[config.mk]
export PLATFORM = sky130hd
export DESIGN_NAME = marching_squares_contour_cell_top
export DESIGN_NICKNAME = d
export VERILOG_FILES = /design/src/sv/msc_pkg.sv /design/src/sv/msc_emit.sv /design/src/sv/marching_squares_contour_cell_top.sv
export VERILOG_INCLUDE_DIRS = /design/src /design/src/sv
export SDC_FILE = /design/constraint.sdc
export NUM_CORES = 1
export LEC_CHECK = 0
export BUFFER_PORTS_ARGS = -buffer_cell sky130_fd_sc_hd__buf_2
export CAP_MARGIN = 20
export CORE_MARGIN = 4
export CORE_UTILIZATION = 50
export CTS_CLUSTER_DIAMETER = 200
export DETAILED_ROUTE_END_ITERATION = 16
export GPL_TIMING_DRIVEN = 0
export PLACE_DENSITY_LB_ADDON = 0.08
export SYNTH_ARGS = -nofsm -noshare
export SYNTH_HDL_FRONTEND = slang
export SYNTH_HIERARCHICAL = 1
export SYNTH_SLANG_ARGS = --single-unit
export TNS_END_PERCENT = 1
[constraint.sdc]
create_clock -name clk -period 55.5 [get_ports clk]
set_clock_uncertainty 0.15 [all_clocks]
set_input_delay 11.1 -clock clk [delete_from_list [all_inputs] [get_ports clk]]
set_output_delay 11.1 -clock clk [all_outputs]
set_load 0.02 [all_outputs]
[src/sv/marching_squares_contour_cell_top_defines.svh]
// Assertion macros for the marching squares contour cell block.
// Included by the top level; the macros expand to nothing under synthesis.
`ifndef MARCHING_SQUARES_CONTOUR_CELL_TOP_DEFINES_SVH
`define MARCHING_SQUARES_CONTOUR_CELL_TOP_DEFINES_SVH

`ifndef SYNTHESIS
`define MSC_ASSERT_IMPLIES(label, clock, reset_n, ante, cons) \
    label: assert property (@(posedge clock) disable iff (!reset_n) (ante) |-> (cons)) \
        else $error("contour cell check failed");
`define MSC_ASSERT_NEXT(label, clock, reset_n, ante, cons) \
    label: assert property (@(posedge clock) disable iff (!reset_n) (ante) |=> (cons)) \
        else $error("contour cell check failed");
`else
`define MSC_ASSERT_IMPLIES(label, clock, reset_n, ante, cons)
`define MSC_ASSERT_NEXT(label, clock, reset_n, ante, cons)
`endif

`endif

[src/sv/msc_pkg.sv]
// Shared types, widths and case tables of the marching squares contour cell.
// Used by msc_emit and marching_squares_contour_cell_top.
`default_nettype none

package msc_pkg;

    localparam int X_W    = 19;
    localparam int H_W    = 16;
    localparam int C_W    = 16;
    localparam int SIZE_W = 11;
    localparam int MUL_W  = 13;
    localparam int CODE_W = 4;
    localparam int K_W    = 3;
    localparam int CNT_W  = 4;
    localparam int PT_W   = 3;
    localparam int NUM_OFS = 5;
    localparam int ADDR_W = 3;
    localparam int DATA_W = 32;

    localparam logic [SIZE_W-1:0] SIZE_MIN = 11'd1;
    localparam logic [SIZE_W-1:0] SIZE_MAX = 11'd1024;
    localparam logic [SIZE_W-1:0] SIZE_RESET = 11'd1;

    localparam logic [ADDR_W-3:0] REG_CELL_SIZE = 1'b0;

    localparam logic [CODE_W-1:0] CODE_NONE = 4'd0;
    localparam logic [CODE_W-1:0] CODE_ALL  = 4'd15;

    localparam logic [PT_W-1:0] P_AB  = 3'd0;
    localparam logic [PT_W-1:0] P_BC  = 3'd1;
    localparam logic [PT_W-1:0] P_CD  = 3'd2;
    localparam logic [PT_W-1:0] P_DA  = 3'd3;
    localparam logic [PT_W-1:0] P_BD  = 3'd4;
    localparam logic [PT_W-1:0] P_BBD = 3'd5;
    localparam logic [PT_W-1:0] P_DBD = 3'd6;

    localparam logic [CNT_W-1:0] CASE_COUNT [16] = '{
        4'd0, 4'd4, 4'd2, 4'd4, 4'd4, 4'd4, 4'd4, 4'd2,
        4'd2, 4'd4, 4'd8, 4'd4, 4'd4, 4'd2, 4'd4, 4'd0
    };

    localparam logic [PT_W-1:0] CASE_PTS [16][8] = '{
        '{P_AB, P_AB, P_AB, P_AB, P_AB, P_AB, P_AB, P_AB},
        '{P_CD, P_DBD, P_DBD, P_DA, P_AB, P_AB, P_AB, P_AB},
        '{P_BC, P_CD, P_AB, P_AB, P_AB, P_AB, P_AB, P_AB},
        '{P_BC, P_BD, P_BD, P_DA, P_AB, P_AB, P_AB, P_AB},
        '{P_AB, P_BBD, P_BBD, P_BC, P_AB, P_AB, P_AB, P_AB},
        '{P_AB, P_DA, P_BC, P_CD, P_AB, P_AB, P_AB, P_AB},
        '{P_AB, P_BD, P_BD, P_CD, P_AB, P_AB, P_AB, P_AB},
        '{P_AB, P_DA, P_AB, P_AB, P_AB, P_AB, P_AB, P_AB},
        '{P_AB, P_DA, P_AB, P_AB, P_AB, P_AB, P_AB, P_AB},
        '{P_AB, P_BD, P_BD, P_CD, P_AB, P_AB, P_AB, P_AB},
        '{P_AB, P_BBD, P_BBD, P_BC, P_CD, P_DBD, P_DBD, P_DA},
        '{P_AB, P_BBD, P_BBD, P_BC, P_AB, P_AB, P_AB, P_AB},
        '{P_BC, P_BD, P_BD, P_DA, P_AB, P_AB, P_AB, P_AB},
        '{P_BC, P_CD, P_AB, P_AB, P_AB, P_AB, P_AB, P_AB},
        '{P_CD, P_DBD, P_DBD, P_DA, P_AB, P_AB, P_AB, P_AB},
        '{P_AB, P_AB, P_AB, P_AB, P_AB, P_AB, P_AB, P_AB}
    };

    typedef struct packed {
        logic [NUM_OFS-1:0][X_W-1:0] xv;
        logic [NUM_OFS-1:0][X_W-1:0] zv;
        logic [CODE_W-1:0]           code;
        logic [H_W-1:0]              level;
    } cell_t;

    function automatic logic [PT_W-1:0] pt_dx(input logic [PT_W-1:0] p);
        logic [PT_W-1:0] r;
        case (p)
            P_AB:    r = 3'd2;
            P_BC:    r = 3'd4;
            P_CD:    r = 3'd2;
            P_DA:    r = 3'd0;
            P_BD:    r = 3'd2;
            P_BBD:   r = 3'd3;
            P_DBD:   r = 3'd1;
            default: r = 3'd0;
        endcase
        return r;
    endfunction

    function automatic logic [PT_W-1:0] pt_dz(input logic [PT_W-1:0] p);
        logic [PT_W-1:0] r;
        case (p)
            P_AB:    r = 3'd0;
            P_BC:    r = 3'd2;
            P_CD:    r = 3'd4;
            P_DA:    r = 3'd2;
            P_BD:    r = 3'd2;
            P_BBD:   r = 3'd1;
            P_DBD:   r = 3'd3;
            default: r = 3'd0;
        endcase
        return r;
    endfunction

endpackage

`default_nettype wire

[src/sv/msc_emit.sv]
// Point serializer and output register of the contour cell block.
// Depends on msc_pkg for the cell record and the case tables.
`default_nettype none

module msc_emit (
    input  wire logic                      clk,
    input  wire logic                      rst_n,
    input  wire logic                      cell_valid,
    input  wire msc_pkg::cell_t            cell_in,
    output logic                           cell_take,
    output logic                           out_valid,
    input  wire logic                      out_stall,
    output logic signed [msc_pkg::X_W-1:0] point_x,
    output logic signed [msc_pkg::X_W-1:0] point_z,
    output logic signed [msc_pkg::H_W-1:0] point_y,
    output logic                           last_point
);
    import msc_pkg::*;

    logic              ser_valid_reg;
    logic              ser_valid_next;
    cell_t             ser_cell_reg;
    logic [K_W-1:0]    k_reg;
    logic [K_W-1:0]    k_next;
    logic              out_valid_reg;
    logic              out_valid_next;
    logic [X_W-1:0]    px_reg;
    logic [X_W-1:0]    pz_reg;
    logic [H_W-1:0]    py_reg;
    logic              last_reg;

    logic              out_load;
    logic              is_last;
    logic [CNT_W-1:0]  n_pts;
    logic [PT_W-1:0]   pt;
    logic [X_W-1:0]    px_next;
    logic [X_W-1:0]    pz_next;

    always_comb
    begin
        n_pts    = CASE_COUNT[ser_cell_reg.code];
        pt       = CASE_PTS[ser_cell_reg.code][k_reg];
        px_next  = ser_cell_reg.xv[pt_dx(pt)];
        pz_next  = ser_cell_reg.zv[pt_dz(pt)];
        is_last  = ({1'b0, k_reg} == (n_pts - 4'd1));
        out_load = ser_valid_reg && (!out_valid_reg || !out_stall);
        cell_take = !ser_valid_reg || (out_load && is_last);

        ser_valid_next = ser_valid_reg;
        k_next         = k_reg;
        if (cell_take)
        begin
            ser_valid_next = cell_valid;
            k_next         = '0;
        end
        else if (out_load)
        begin
            k_next = k_reg + 3'd1;
        end

        out_valid_next = out_valid_reg;
        if (out_load)
        begin
            out_valid_next = 1'b1;
        end
        else if (!out_stall)
        begin
            out_valid_next = 1'b0;
        end
    end

    always_ff @(posedge clk or negedge rst_n)
    begin
        if (!rst_n)
        begin
            ser_valid_reg <= 1'b0;
            k_reg         <= '0;
            out_valid_reg <= 1'b0;
        end
        else
        begin
            ser_valid_reg <= ser_valid_next;
            k_reg         <= k_next;
            out_valid_reg <= out_valid_next;
        end
    end

    always_ff @(posedge clk)
    begin
        if (cell_take)
        begin
            ser_cell_reg <= cell_in;
        end
        if (out_load)
        begin
            px_reg   <= px_next;
            pz_reg   <= pz_next;
            py_reg   <= ser_cell_reg.level;
            last_reg <= is_last;
        end
    end

    assign out_valid  = out_valid_reg;
    assign point_x    = $signed(px_reg);
    assign point_z    = $signed(pz_reg);
    assign point_y    = $signed(py_reg);
    assign last_point = last_reg;

endmodule

`default_nettype wire

[src/sv/marching_squares_contour_cell_top.sv]
// Top level of the marching squares contour cell block: register port and
// compare/offset pipeline. Depends on msc_pkg, msc_emit and the defines header.
//
// Each input transfer carries one grid cell (top-left corner and four corner
// heights) and a contour level. The block classifies the corners against the
// level and emits 0, 2, 4 or 8 segment end points on the output channel, one
// transfer per cycle while out_stall is low, with last_point set on the final
// point of the cell. Cells whose corners all lie on one side produce no output.
// The cell_size register is written over the APB port at address 0; it is
// saturated to the range 1 to 1024 when used. pready is always high.
// An input transfer passes three pipeline stages, the point serializer and the
// output register before its first point appears at the output.
// The serializer holds a cell until all of its points are sent and takes the
// next cell as it loads the last point; empty cells never reach it.
// A stall at the output holds the current point; the pipeline keeps filling
// until every stage is occupied, then stalls the input.
// Reset clears all valid bits and sets cell_size to 1.
`default_nettype none

`include "marching_squares_contour_cell_top_defines.svh"

module marching_squares_contour_cell_top (
    input  wire logic                          clk,
    input  wire logic                          rst_n,
    input  wire logic                          psel,
    input  wire logic                          penable,
    input  wire logic                          pwrite,
    input  wire logic [msc_pkg::ADDR_W-1:0]    paddr,
    input  wire logic [msc_pkg::DATA_W-1:0]    pwdata,
    output logic      [msc_pkg::DATA_W-1:0]    prdata,
    output logic                               pready,
    input  wire logic                          in_valid,
    output logic                               in_stall,
    input  wire logic signed [msc_pkg::C_W-1:0] cell_x,
    input  wire logic signed [msc_pkg::C_W-1:0] cell_z,
    input  wire logic signed [msc_pkg::H_W-1:0] h_top_left,
    input  wire logic signed [msc_pkg::H_W-1:0] h_top_right,
    input  wire logic signed [msc_pkg::H_W-1:0] h_bottom_right,
    input  wire logic signed [msc_pkg::H_W-1:0] h_bottom_left,
    input  wire logic signed [msc_pkg::H_W-1:0] level,
    output logic                               out_valid,
    input  wire logic                          out_stall,
    output logic signed [msc_pkg::X_W-1:0]     point_x,
    output logic signed [msc_pkg::X_W-1:0]     point_z,
    output logic signed [msc_pkg::H_W-1:0]     point_y,
    output logic                               last_point
);
    import msc_pkg::*;

    logic [SIZE_W-1:0] cell_size_reg;
    logic              cfg_write;

    logic              s1_valid_reg;
    logic              s1_valid_next;
    logic [CODE_W-1:0] s1_code_reg;
    logic [CODE_W-1:0] s1_code_next;
    logic [X_W-1:0]    s1_bx_reg;
    logic [X_W-1:0]    s1_bz_reg;
    logic [SIZE_W-1:0] s1_s_reg;
    logic [SIZE_W-1:0] s1_s_next;
    logic [H_W-1:0]    s1_level_reg;

    logic                         s2_valid_reg;
    logic [CODE_W-1:0]            s2_code_reg;
    logic [X_W-1:0]               s2_bx_reg;
    logic [X_W-1:0]               s2_bz_reg;
    logic [NUM_OFS-1:0][MUL_W-1:0] s2_m_reg;
    logic [NUM_OFS-1:0][MUL_W-1:0] s2_m_next;
    logic [H_W-1:0]               s2_level_reg;

    logic  s3_valid_reg;
    cell_t s3_cell_reg;
    cell_t s3_cell_next;

    logic  en1;
    logic  en2;
    logic  en3;
    logic  in_accept;
    logic  cell_take;

    assign pready    = 1'b1;
    assign cfg_write = psel && penable && pwrite
                       && (paddr[ADDR_W-1:2] == REG_CELL_SIZE);

    always_ff @(posedge clk or negedge rst_n)
    begin
        if (!rst_n)
        begin
            cell_size_reg <= SIZE_RESET;
        end
        else if (cfg_write)
        begin
            cell_size_reg <= pwdata[SIZE_W-1:0];
        end
    end

    always_comb
    begin
        prdata = '0;
        if (paddr[ADDR_W-1:2] == REG_CELL_SIZE)
        begin
            prdata = {{(DATA_W-SIZE_W){1'b0}}, cell_size_reg};
        end
    end

    assign en3       = !s3_valid_reg || cell_take;
    assign en2       = !s2_valid_reg || en3;
    assign en1       = !s1_valid_reg || en2;
    assign in_stall  = !en1;
    assign in_accept = in_valid && en1;

    always_comb
    begin
        s1_code_next = {h_top_left > level, h_top_right > level,
                        h_bottom_right > level, h_bottom_left > level};
        s1_valid_next = in_accept && (s1_code_next != CODE_NONE)
                        && (s1_code_next != CODE_ALL);
        if (cell_size_reg < SIZE_MIN)
        begin
            s1_s_next = SIZE_MIN;
        end
        else if (cell_size_reg > SIZE_MAX)
        begin
            s1_s_next = SIZE_MAX;
        end
        else
        begin
            s1_s_next = cell_size_reg;
        end
    end

    always_comb
    begin
        s2_m_next[0] = '0;
        s2_m_next[1] = {2'b00, s1_s_reg};
        s2_m_next[2] = {1'b0, s1_s_reg, 1'b0};
        s2_m_next[3] = {2'b00, s1_s_reg} + {1'b0, s1_s_reg, 1'b0};
        s2_m_next[4] = {s1_s_reg, 2'b00};
    end

    always_comb
    begin
        for (int i = 0; i < NUM_OFS; i++)
        begin
            s3_cell_next.xv[i] = s2_bx_reg + {{(X_W-MUL_W){1'b0}}, s2_m_reg[i]};
            s3_cell_next.zv[i] = s2_bz_reg + {{(X_W-MUL_W){1'b0}}, s2_m_reg[i]};
        end
        s3_cell_next.code  = s2_code_reg;
        s3_cell_next.level = s2_level_reg;
    end

    always_ff @(posedge clk or negedge rst_n)
    begin
        if (!rst_n)
        begin
            s1_valid_reg <= 1'b0;
            s2_valid_reg <= 1'b0;
            s3_valid_reg <= 1'b0;
        end
        else
        begin
            if (en1)
            begin
                s1_valid_reg <= s1_valid_next;
            end
            if (en2)
            begin
                s2_valid_reg <= s1_valid_reg;
            end
            if (en3)
            begin
                s3_valid_reg <= s2_valid_reg;
            end
        end
    end

    always_ff @(posedge clk)
    begin
        if (en1)
        begin
            s1_code_reg  <= s1_code_next;
            s1_bx_reg    <= {cell_x[C_W-1], cell_x, 2'b00};
            s1_bz_reg    <= {cell_z[C_W-1], cell_z, 2'b00};
            s1_s_reg     <= s1_s_next;
            s1_level_reg <= level;
        end
        if (en2)
        begin
            s2_code_reg  <= s1_code_reg;
            s2_bx_reg    <= s1_bx_reg;
            s2_bz_reg    <= s1_bz_reg;
            s2_m_reg     <= s2_m_next;
            s2_level_reg <= s1_level_reg;
        end
        if (en3)
        begin
            s3_cell_reg <= s3_cell_next;
        end
    end

    msc_emit u_emit (
        .clk        (clk),
        .rst_n      (rst_n),
        .cell_valid (s3_valid_reg),
        .cell_in    (s3_cell_reg),
        .cell_take  (cell_take),
        .out_valid  (out_valid),
        .out_stall  (out_stall),
        .point_x    (point_x),
        .point_z    (point_z),
        .point_y    (point_y),
        .last_point (last_point)
    );

    `MSC_ASSERT_IMPLIES(a_s1_code_has_points, clk, rst_n, s1_valid_reg,
                        (s1_code_reg != CODE_NONE) && (s1_code_reg != CODE_ALL))
    `MSC_ASSERT_IMPLIES(a_s1_size_in_range, clk, rst_n, s1_valid_reg,
                        (s1_s_reg >= SIZE_MIN) && (s1_s_reg <= SIZE_MAX))
    `MSC_ASSERT_NEXT(a_s3_held_on_stall, clk, rst_n, s3_valid_reg && !cell_take,
                     s3_valid_reg && $stable(s3_cell_reg))

endmodule

`default_nettype wire

# After elaboration in Yosys (flattened, before gate mapping)
# Memories as Yosys holds them, arrays and structs flattened.
# Cells that the tools add are included.
# word_totals
out_inout_bits	90
in_bits	154
register_bits	621
wordCells	127
rom_bits	448
n_memories	2
# classes
n_eq_ne	9
n_bitwise	3
add_sub_neg	11
n_mux	19
order_cmp	10
n_reduce_logical	26
# mem_list
memory	words	word_bits	rd	rd_clocked_by_memory_dff	wr	line_no	text
(no name shown)	16	24	1	0	0	msc_emit.sv:42	pt = CASE_PTS[ser_cell_reg.code][k_reg];
(no name shown)	16	4	1	0	0	msc_emit.sv:41	n_pts = CASE_COUNT[ser_cell_reg.code];
# ops
cell	n
$bmux 19 s3	2
$add 19x13->19	4
$gt 16x16->1	4
$mux 24	2
$add 19x11->19	2
$add 19x12->19	2
$mux 19	2
$pmux 3 s4	2
$mux 11	2
$add 11x12->13	1
$mux 3	4
$gt 11x11->1 const B	1
$lt 11x1->1 const B	1
$bmux 3 s3	1
$eq 3x3->1 const B	3
$logic_and 1x1->1	8
$lt 3x4->1 const B	2
$mux 4	2
$logic_not 1->1	7
$eq 3x2->1 const B	2
$reduce_or 3->1	2
$ge 5x5->1 const B	1
$logic_or 1x1->1	5
$not 4->5	1
14 further kinds	15

# Longest topological paths before layout
# depth
depth_word	14
mapped_depth	13
depth_no_buf	13

# Cells and area by module
# The synthesis kept the hierarchy.
# by_module_without_submodules
module	instances	seq_area_each_um2	cells_per_inst	area_each_um2
marching_squares_contour_cell_top	1	10231.1	1296	17127.7
msc_emit	1	8082.8	637	10393.7

# Worst setup path after synthesis
# OpenSTA, ideal clock, no wires.
# synth_path
path_type	input to output
start	in out_stall
end	out in_stall
slack_ns	14.378
arrival_time_ns	29.872
cell_stages	5
t_required_ns	44.250
cell_sequence	and2_1 o21ai_0 nor2b_1 nand3_1 inv_1
# synth_between
elab_chain_len	9
# synth_rtl
element	line_no	text
start, declared	marching_squares_contour_cell_top.sv:42	input wire logic out_stall,
$logic_not 1->1	msc_emit.sv:46	out_load = ser_valid_reg && (!out_valid_reg || !out_stall);
$logic_or 1x1->1	msc_emit.sv:46	
$logic_and 1x1->1	msc_emit.sv:46	
$logic_and 1x1->1	msc_emit.sv:47	cell_take = !ser_valid_reg || (out_load && is_last);
$logic_or 1x1->1	msc_emit.sv:47	
net cell_take	marching_squares_contour_cell_top.sv:79	logic cell_take;
$logic_or 1x1->1	marching_squares_contour_cell_top.sv:106	assign en3 = !s3_valid_reg || cell_take;
$logic_or 1x1->1	marching_squares_contour_cell_top.sv:107	assign en2 = !s2_valid_reg || en3;
$logic_or 1x1->1	marching_squares_contour_cell_top.sv:108	assign en1 = !s1_valid_reg || en2;
$logic_not 1->1	marching_squares_contour_cell_top.sv:109	assign in_stall = !en1;
end, declared	marching_squares_contour_cell_top.sv:33	output logic in_stall,
# The timed path passes the listed nets, and every way through them passes these cells.

# Final worst setup path
# Ends and elaborated chain as after synthesis.

==> results.json <==
{
  "outcome": "completed",
  "grt_max_degree": 111,
  "first_pass_iters": 5,
  "synth_ff_type": "edfxtp_1",
  "drc_errors": 0,
  "clock_sinks": 613,
  "crit_path_max_fanout": 35,
  "postSynthAreaPerCell_um2": 14.24,
  "hold_path_class": "flop to flop",
  "syn2layout_area_growth_pct": 15.96,
  "seqPwrFrac": 0.435,
  "grt_pass1_vias": 16340,
  "tightest_slew_ns": 0.9443,
  "worstReg2RegStart": "u_emit/ser_cell_reg[16]",
  "die_y_um": 242.6,
  "clk_path_buf_depth": 3,
  "final_nets": 2573,
  "netlist_area_um2": 27520,
  "yosysWarnings": 6,
  "fillers": 4228,
  "viasPerCell": 5.487,
  "core_area_um2": 54130,
  "p_switching_mw": 0.4517,
  "r2r-end": "s3_cell_reg[157]",
  "cts_max_level": 3,
  "arrival_ns": 13.35,
  "sw_frac_of_total": 0.3125,
  "post_cts_buffers": 0,
  "die_w_um": 242.6,
  "syn_inst": 1933,
  "start_util": 0.5084,
  "pin_count": 244,
  "hold_viol": 0,
  "cp-endpoint": "in_stall",
  "final_core_util": 0.5895,
  "fin_area_um2": 31910,
  "synth-seq-cells": 613,
  "pwr-share-comb": 0.275,
  "yosysSeqAreaShare": 0.6654,
  "grt_pass1_wl_mm": 92.41,
  "worstSetupStartpoint": "out_stall",
  "cts_tree": "yes",
  "rsz0062_at_grt": "no",
  "synth_enable_flop_cells": 594,
  "multi_input_area_um2": 8511,
  "ctsHoldBuffers": 0,
  "gp_congestion": 0.8702,
  "crit_path_start_kind": "input pin",
  "layout-drive-gt1-share": 0.1716,
  "dieArea_um2": 58860,
  "synthTopCellsByArea": "edfxtp_1, ha_1, xnor2_1",
  "path_class": "input pin to output pin",
  "r2r_slack_ns": 50.46,
  "required_ns": 44.25,
  "antenna_found_initial": 7,
  "drt_iter0_markers": 1174,
  "worstSetupEndpointType": "output pin",
  "io_buffers": 198,
  "clockPowerShare": 0.290,
  "synthArstFlopShare": 0.03100,
  "ys_types": 90,
  "largest_reg_flops": 210,
  "fin_crit_sh": 0.4433,
  "placed_area_um2": 29810,
  "cts_repair_resize_count": 0,
  "cts_made_buffers": 67,
  "reg2reg_depth": 12,
  "fin_crit_ns": 24.60,
  "finalSetupTns_ns": 0,
  "final_max_slew_viol_count": 0,
  "internal_power_mw": 0.9936,
  "grt-ovfl-total": 0,
  "drv_cap": 0,
  "vdd_drop_max_uv": 26.94,
  "relSlewSlack": 0.3684,
  "synth.top_cell.area_share": 0.6481,
  "via_count": 16430,
  "synth_top_area_cell": "edfxtp_1",
  "cts-root-buf": "clkbuf_16",
  "p_per_area_nw_per_um2": 45.29,
  "worstSkewPairLatency_ns": 0.59,
  "seqCellArea_um2": 18310,
  "setup_viol": 0,
  "p_leak_nw": 11.98,
  "clk_pin_slew_worst_paths_ns": 0.06,
  "ant_nets": 0,
  "num_rows": 85,
  "post_drt_wl_per_cell_um": 20.28,
  "dp_hpwl_mm": 43.73,
  "wl_mm": 60.73,
  "grt_use_total": 0.2036,
  "max_freq_mhz": 40.65
}
## power by group through the flow
stage	sequential [mW]	combinational [mW]	clock [mW]
floorplan	0.665	0.240	0
global placement	0.661	0.383	0
detailed placement	0.639	0.397	0
CTS	0.629	0.399	0.431
global route	0.634	0.434	0.450
finish	0.629	0.397	0.420
## critical path, stage by stage
cell,delay [ns]
buf_2,0.08
and2_1,0.22
o21ai_4,0.25
nor2b_1,0.67
nand3_4,0.59
inv_1,0.24
buf_2,0.20
## routing by layer
layer  share of wire  wire length [um]  GRT usage
met3           0.056              3411    0.03620
met4           0.024              1445    0.07062
met5               0                 0          0
met1            0.46             28120     0.2904
met2            0.46             27760     0.3192
## synthesized netlist by cell type (all sizes together) (6+ instances only)
master,instances
dfrtp,18
a22o,19
o21ai,91
xor2,31
inv,106
edfxtp,594
nor2,76
fa,9
a21boi,10
clkbuf,27
a21o,30
a211oi,15
o21a,28
xnor2,77
nand2b,24
ha,168
o21bai,6
nand2,133
a31oi,9
mux2,11
nor3,21
or3,22
a32oi,19
nand4,14
a21oi,122
nor2b,37
o22a,19
nand3,24
o211ai,20
and2,15
buf,53
## how the worst min path moves through the flow
| stage | from | endpoint | slack, ns | depth (start not counted) |
|---|---|---|---|---|
| floorplan | s1_bx_reg[10] | s2_bx_reg[10] | 0.25 | 0 |
| global placement | s2_level_reg[5] | s3_cell_reg[5] | 0.25 | 0 |
| detailed placement | s1_bz_reg[2] | s2_bz_reg[2] | 0.25 | 0 |
| CTS | s1_bz_reg[7] | s2_bz_reg[7] | 0.25 | 0 |
| global route | s3_cell_reg[54] | u_emit/ser_cell_reg[54] | 0.26 | 0 |
| finish | s1_bz_reg[7] | s2_bz_reg[7] | 0.25 | 0 |
## stage by stage
stage / std cells / hold slack (ns) / total power [mW] / setup WS (ns)
detailed placement: 2869 / 0.2545 / 1.036 / 30.85
global placement: 2857 / 0.2507 / 1.044 / 5.215
global route: 2992 / 0.2618 / 1.518 / 30.66
floorplan: 1963 / 0.2503 / 0.9043 / 14.38
finish: 2994 / 0.2523 / 1.445 / 30.90
CTS: 2986 / 0.2497 / 1.459 / 30.84
## final cells by class
class                   count  share of cell area
diodes                      8           0.0006273
plain buffers              80             0.01408
clock buffers              89             0.05842
clock inverters            28            0.006822
inverters                 106             0.01270
multi-input cells        1164              0.2667
flip-flops and latches    613              0.5739
well taps                 696             0.02729
repair buffers            210             0.03952
## layout by cell type, fill, tap and decap left out, drive strengths merged, types with 31 or more instances in the layout
master	instances
buf	263
nor2	76
ha	168
nor2b	37
clkbuf	116
xnor2	77
nand2	133
conb	32
o21ai	91
xor2	31
inv	109
a21oi	122
edfxtp	594
## logic make-up after synthesis
logic type,after synthesis,share of synthesized area
buffers and inverters,186,0.03078
adders and majority gates,177,0.08292
and+or+nand+nor,397,0.07242
DFF,613,0.6654
AOI/OAI and AO/OA,435,0.1067
xor gates and xnor gates,108,0.03505
other,2,0.0002729
muxes,15,0.006410
Note: power is estimated with default switching activity, not from simulation.
